`src/hdl/quad_warp_point_map_unit_defines.svh`:
```
// ----------------------------------------------------------------------------
// quad warp point map assertion macros
// Concurrent checks on clk with synchronous active-low reset rst_n.
// ----------------------------------------------------------------------------
`ifndef QUAD_WARP_POINT_MAP_UNIT_DEFINES_SVH
`define QUAD_WARP_POINT_MAP_UNIT_DEFINES_SVH
`ifndef SYNTHESIS
// same-cycle implication
`define QWP_CHECK(lbl, ante, cons) \
  lbl: assert property (@(posedge clk) disable iff (!rst_n) (ante) |-> (cons)) \
    else $error("quad warp point map check failed");
// next-cycle implication
`define QWP_CHECK_NEXT(lbl, ante, cons) \
  lbl: assert property (@(posedge clk) disable iff (!rst_n) (ante) |=> (cons)) \
    else $error("quad warp point map check failed");
`else
`define QWP_CHECK(lbl, ante, cons)
`define QWP_CHECK_NEXT(lbl, ante, cons)
`endif
`endif

```
`src/hdl/qwp_pkg.sv`:
```
// ----------------------------------------------------------------------------
// qwp_pkg
// Shared constants of the quad warp point map unit.
// ----------------------------------------------------------------------------
package qwp_pkg;

  // register stages inside the edge and cross-product block
  localparam int GEOM_STAGES = 5;

  // configuration register indexes
  localparam int CFG_IDX_W = 3;
  localparam logic [CFG_IDX_W-1:0] REG_RECT_LEFT   = 3'd0;
  localparam logic [CFG_IDX_W-1:0] REG_RECT_TOP    = 3'd1;
  localparam logic [CFG_IDX_W-1:0] REG_RECT_WIDTH  = 3'd2;
  localparam logic [CFG_IDX_W-1:0] REG_RECT_HEIGHT = 3'd3;
  localparam logic [CFG_IDX_W-1:0] REG_CORNER_TL   = 3'd4;
  localparam logic [CFG_IDX_W-1:0] REG_CORNER_TR   = 3'd5;
  localparam logic [CFG_IDX_W-1:0] REG_CORNER_BR   = 3'd6;
  localparam logic [CFG_IDX_W-1:0] REG_CORNER_BL   = 3'd7;

endpackage

```
`src/hdl/qwp_div_pipe.sv`:
```
// ----------------------------------------------------------------------------
// qwp_div_pipe
// Pipelined restoring divider, one quotient bit per stage, with overflow flag.
// ----------------------------------------------------------------------------
module qwp_div_pipe #(
  parameter int DW = 33,
  parameter int VW = 16,
  parameter int QW = 18,
  parameter int SW = 1
) (
  input  logic          clk,
  input  logic          rst_n,
  input  logic          in_valid,
  input  logic [DW-1:0] in_num,
  input  logic [VW-1:0] in_den,
  input  logic [SW-1:0] in_side,
  output logic          out_valid,
  output logic [QW-1:0] out_quot,
  output logic          out_rem_nz,
  output logic          out_ovf,
  output logic [SW-1:0] out_side
);
  import qwp_pkg::*;

  localparam int HW = DW - QW;
  localparam int XW = (HW > VW) ? HW : VW;

  logic          v_r    [QW+1];
  logic [VW-1:0] rem_r  [QW+1];
  logic [QW-1:0] low_r  [QW+1];
  logic [QW-1:0] q_r    [QW+1];
  logic [VW-1:0] den_r  [QW+1];
  logic [SW-1:0] side_r [QW+1];
  logic          ovf_r  [QW+1];

  logic [HW-1:0] num_hi;
  logic          ovf0;

  // quotient would not fit in QW bits
  assign num_hi = in_num[DW-1:QW];
  assign ovf0   = XW'(num_hi) >= XW'(in_den);

  // stage 0: load
  always_ff @(posedge clk) begin
    if (!rst_n) begin
      v_r[0] <= 1'b0;
    end else begin
      v_r[0] <= in_valid;
    end
  end

  always_ff @(posedge clk) begin
    rem_r[0]  <= VW'(num_hi);
    low_r[0]  <= in_num[QW-1:0];
    q_r[0]    <= '0;
    den_r[0]  <= in_den;
    side_r[0] <= in_side;
    ovf_r[0]  <= ovf0;
  end

  // one shift-compare-subtract step per stage
  for (genvar i = 1; i <= QW; i++) begin : g_stage
    logic [VW:0] trial;
    logic [VW:0] diff;
    logic        ge;

    assign trial = {rem_r[i-1], low_r[i-1][QW-1]};
    assign diff  = trial - {1'b0, den_r[i-1]};
    assign ge    = trial >= {1'b0, den_r[i-1]};

    always_ff @(posedge clk) begin
      if (!rst_n) begin
        v_r[i] <= 1'b0;
      end else begin
        v_r[i] <= v_r[i-1];
      end
    end

    always_ff @(posedge clk) begin
      rem_r[i]  <= ge ? diff[VW-1:0] : trial[VW-1:0];
      low_r[i]  <= low_r[i-1] << 1;
      q_r[i]    <= {q_r[i-1][QW-2:0], ge};
      den_r[i]  <= den_r[i-1];
      side_r[i] <= side_r[i-1];
      ovf_r[i]  <= ovf_r[i-1];
    end
  end

  assign out_valid  = v_r[QW];
  assign out_quot   = q_r[QW];
  assign out_rem_nz = |rem_r[QW];
  assign out_ovf    = ovf_r[QW];
  assign out_side   = side_r[QW];

endmodule

```
`config.mk`:
```
export PLATFORM = sky130hd
export DESIGN_NAME = qwp_div_pipe
export DESIGN_NICKNAME = d
export VERILOG_FILES = /design/src/hdl/quad_warp_point_map_unit_defines.svh /design/src/hdl/qwp_pkg.sv /design/src/hdl/qwp_div_pipe.sv
export SDC_FILE = /design/constraint.sdc
export NUM_CORES = 1
export LEC_CHECK = 0
export BUFFER_PORTS_ARGS = -buffer_cell sky130_fd_sc_hd__buf_2
export CORE_MARGIN = 2
export CORE_UTILIZATION = 55
export CTS_CLUSTER_SIZE = 16
export DETAILED_ROUTE_END_ITERATION = 8
export GPL_TIMING_DRIVEN = 0
export PLACE_DENSITY = 0.74
export RECOVER_POWER = 50
export REMOVE_ABC_BUFFERS = 1
export SKIP_CTS_REPAIR_TIMING = 1
export SLEW_MARGIN = 30
export SYNTH_ARGS = -nofsm -noshare
export SYNTH_HDL_FRONTEND = slang
export SYNTH_SLANG_ARGS = --single-unit
```
`constraint.sdc`:
```
create_clock -name clk -period 2.9 [get_ports clk]
set_input_delay 0.435 -clock clk [delete_from_list [all_inputs] [get_ports clk]]
set_output_delay 0.435 -clock clk [all_outputs]
set_load 0.05 [all_outputs]
```
==> out/results.tsv <==
stage	metric	value	unit
logic_synthesis	postSynthCellCount	3536	
logic_synthesis	syn_area	0.0369	mm²
floorplan	fp-row-count	95	
critical_path	worst-r2r-cell-count	10	
logic_synthesis	synth_ff_type	dfxtp_1	
power_and_ir_drop	cellPowerDensity	1250	mW/mm²
logic_synthesis	synth_cell_type_count	81	
sta	finalSetupTns	-0.00423	ns
logic_synthesis	avgSynthCellArea	10.4	µm²
power_and_ir_drop	pwr-share-clk	0.221	
critical_path	r2r_slack	-0.004	ns
cts	cts_tree	done	
floorplan	die_x	263	µm
cts	htreeDepth	3	
global_routing	overflow	0	
sta	finalCritPeriodShare	1.00	
placed_design	globalplace.congestion	0.946	
power_and_ir_drop	p_leak	19.8	nW
floorplan	die_area	0.0692	mm²
critical_path	slowest_stage	o41ai_2	
power_and_ir_drop	combPwrFrac	0.426	
logic_synthesis	synth_top_cells_by_count	dfxtp_1 (990), inv_1 (385), ha_1 (303), o21ai_0 (241), nand2_1 (227)	
global_routing	grt_max_degree	34	
sta	setup_ws	-0.00423	ns
global_routing	grt_pass1_vias	23700	
job	drv_cap	0	
critical_path	path_cells	inv_1, ha_1, a211oi_1, nor2_1, o41ai_2, a21oi_2, a21o_1, a211oi_4, o211a_4, mux2_2	
final_layout	finish.instance_area	0.0433	mm²
final_layout	area_delta_synth_final	17.4	%
drt	drt-initial-drc-count	1188	
logic_synthesis	async_flop_share	0	
floorplan	dieHeight	263	µm
sta	finalSetupViolCount	1	
hold_path	min_path_cells	2	
sta	drv_slew	0	
critical_path	path_class	reg -> reg	
hold_path	hp-start	rst_n	
sta	max_slew_margin	0.300	
power_and_ir_drop	power.switching	19.1	mW
cts	clk-insertion-delay-late	0.67	ns
critical_path	cp_max_fo	6	
drt	vias_per_cell	5.23	
outcome	violations	setup timing	
sta	clock_skew	0.0385	ns
critical_path	r2r_end	rem_r[4][4]$_DFF_P_	
floorplan	initial_core_util	0.553	
final_layout	diodes	0	
logic_synthesis	ys_ff_latch	990	
power_and_ir_drop	total_power	54.1	mW
logic_synthesis	ys_top_cells_by_area	dfxtp_1 (54%), ha_1 (10%), inv_1 (3.9%)	
placed_design	port_buffers	74	
power_and_ir_drop	p_int	35.1	mW
floorplan	pin_count	75	
global_routing	antenna_found_initial	0	
drt	wirelength	69.7	mm
logic_synthesis	synth_largest_area_cell	dfxtp_1	
final_layout	drive_above_1_share	0.140	
cts	ctsLongestPathBuffers	3	
final_layout	utilization	0.649	
power_and_ir_drop	pwr-share-seq	0.353	
outcome	status	complete, but fails checks	
logic_synthesis	synth_top_cell_area_share	0.537	
placed_design	placedInstanceArea	0.0383	mm²
critical_path	cpLargestDelayFamily	compound AO/OA/AOI/OAI gates	
placed_design	dp_hpwl	46.7	mm
logic_synthesis	yosysWarningCount	0	
cts	clk_pin_slew	0.06	ns
drt	first_pass_iters	5	
sta	final.min_clock_period	2.90	ns
sta	tightest_slew	1.04	ns
drt	detail-route-antenna-nets	0	
cts	cts_sinks	990	
hold_path	min_path_type	in -> reg	
logic_synthesis	synth-edff-count	0	
power_and_ir_drop	switching_share	0.352	
sta	fmax	344	MHz
final_layout	finalNetCount	4179	
global_routing	grt_pass1_wl	107	mm
critical_path	cp-end-kind	register	
cts	cts_root_buf	clkbuf_16	
critical_path	critPathMaxStageDelay	0.37	ns
placed_design	place_ws	-0.946	ns
logic_synthesis	yosysMostFrequentCell	dfxtp_1	
critical_path	crit_arrival	3.46	ns
hold_path	min_to	v_r[1]$_DFF_P_	
cts	cts-buffers-inserted	95	
floorplan	core	0.0668	mm²
critical_path	crit_required	3.45	ns
sta	report.final.hold_viol_count	0	
drt	drt-wirelength-per-cell	14.7	µm
drt	drc_errors	0	
critical_path	r2r-start	den_r[3][4]$_DFF_P_	
critical_path	cp_num_buf_inv	1	
critical_path	cp-start-kind	register	
global_routing	grt.total_usage	0.185	
power_and_ir_drop	peakVddDrop	0.000587	V
drt	vias	24800	
logic_synthesis	ys_seq_area_frac	0.537	
==> sequential cells by signal, summed over array words and instances, names as in the netlist <==
| register | flops |
|---|---|
| q_r | 171 |
| ovf_r | 19 |
| low_r | 171 |
| v_r | 19 |
| rem_r | 303 |
| side_r | 19 |
| den_r | 288 |
==> per-layer routing <==
| layer | vias up | routed length (µm) | part of all wire | global-route usage |
|---|---|---|---|---|
| met5 | - | 0 | 0 | 0 |
| met1 | 11600 | 29600 | 0.42 | 0.219 |
| met2 | 489 | 34900 | 0.50 | 0.333 |
| met4 | 0 | 2120 | 0.030 | 0.0755 |
| met3 | 138 | 3060 | 0.044 | 0.0289 |
| li1 | 12600 | - | - | - |
==> worst register-to-register path, stage by stage, from the launching register on <==
cell	delay [ns]
dfxtp_1	0.33
inv_1	0.05
ha_1	0.33
a211oi_1	0.29
nor2_1	0.14
o41ai_2	0.37
a21oi_2	0.16
a21o_1	0.25
a211oi_4	0.28
o211a_4	0.25
mux2_2	0.35
==> cell usage in the layout (no fill, tap or decap), types with 27 or more instances in the layout <==
master and n:
xor2_1 102, nand2b_1 49, inv_1 382, dfxtp_1 977, ha_1 295, a21o_1 73, nor2b_1 42, nand4_1 40
buf_4 69, nand2_1 225, o21ai_0 226, a21oi_1 163, nor2_1 162, a31oi_1 28, xnor2_1 114, mux2_2 83
o21a_1 44, clkbuf_1 27, clkbuf_16 97, dlygate4sd3_1 51, buf_2 76, nand3_1 41, nor3_1 57
==> how the worst max path moves through the flow <==
stage	from	end	slack (ns)	cells past startpoint
finish	den_r[3][4]$_DFF_P_	rem_r[4][4]$_DFF_P_	-0.004	10
global placement	den_r[4][3]$_DFF_P_	rem_r[5][13]$_DFF_P_	-1.72	10
detailed placement	den_r[3][2]$_DFF_P_	rem_r[4][4]$_DFF_P_	-0.95	10
global route	den_r[6][3]$_DFF_P_	rem_r[7][15]$_DFF_P_	-0.12	11
floorplan	den_r[14][4]$_DFF_P_	rem_r[15][13]$_DFF_P_	-0.63	10
CTS	den_r[3][2]$_DFF_P_	rem_r[4][4]$_DFF_P_	-0.92	10
==> per-stage QoR <==
stage	hold WS, ns	instances
final	0.169	4748
after global routing	0.181	4748
after CTS	-0.174	4608
after detailed placement	0.312	4441
after global placement	0.309	4433
after floorplan	0.310	3486
==> logic make-up after synthesis <==
family | Yosys count | share of synthesized area
flip-flops | 990 | 0.537
AO/OA/AOI/OAI | 737 | 0.125
AND/OR/NAND/NOR | 721 | 0.0933
buffers and inverters | 435 | 0.0460
adder cells (fa/ha/maj) | 321 | 0.112
XOR/XNOR | 216 | 0.0512
multiplexers | 116 | 0.0355
==> power by group through the flow <==
| stage | combinational, mW | clock [mW] | sequential (mW) |
|---|---|---|---|
| after floorplan | 15.6 | 0 | 19.2 |
| after global placement | 19.1 | 0 | 19.3 |
| after detailed placement | 19.8 | 0 | 19.3 |
| after CTS | 20.0 | 12.3 | 19.1 |
| after global routing | 25.6 | 12.9 | 19.5 |
| final | 23.1 | 12.0 | 19.1 |
==> cell type report <==
type	instances	area [µm²]
clock buffer	139	2710
clock inverter	28	392
fill	5073	23500
inverter	385	1450
multi-input combinational	2122	16200
sequential	990	19800
tap	873	1090
timing repair buffer	211	1640
Note: power is estimated with default switching activity, not from simulation.
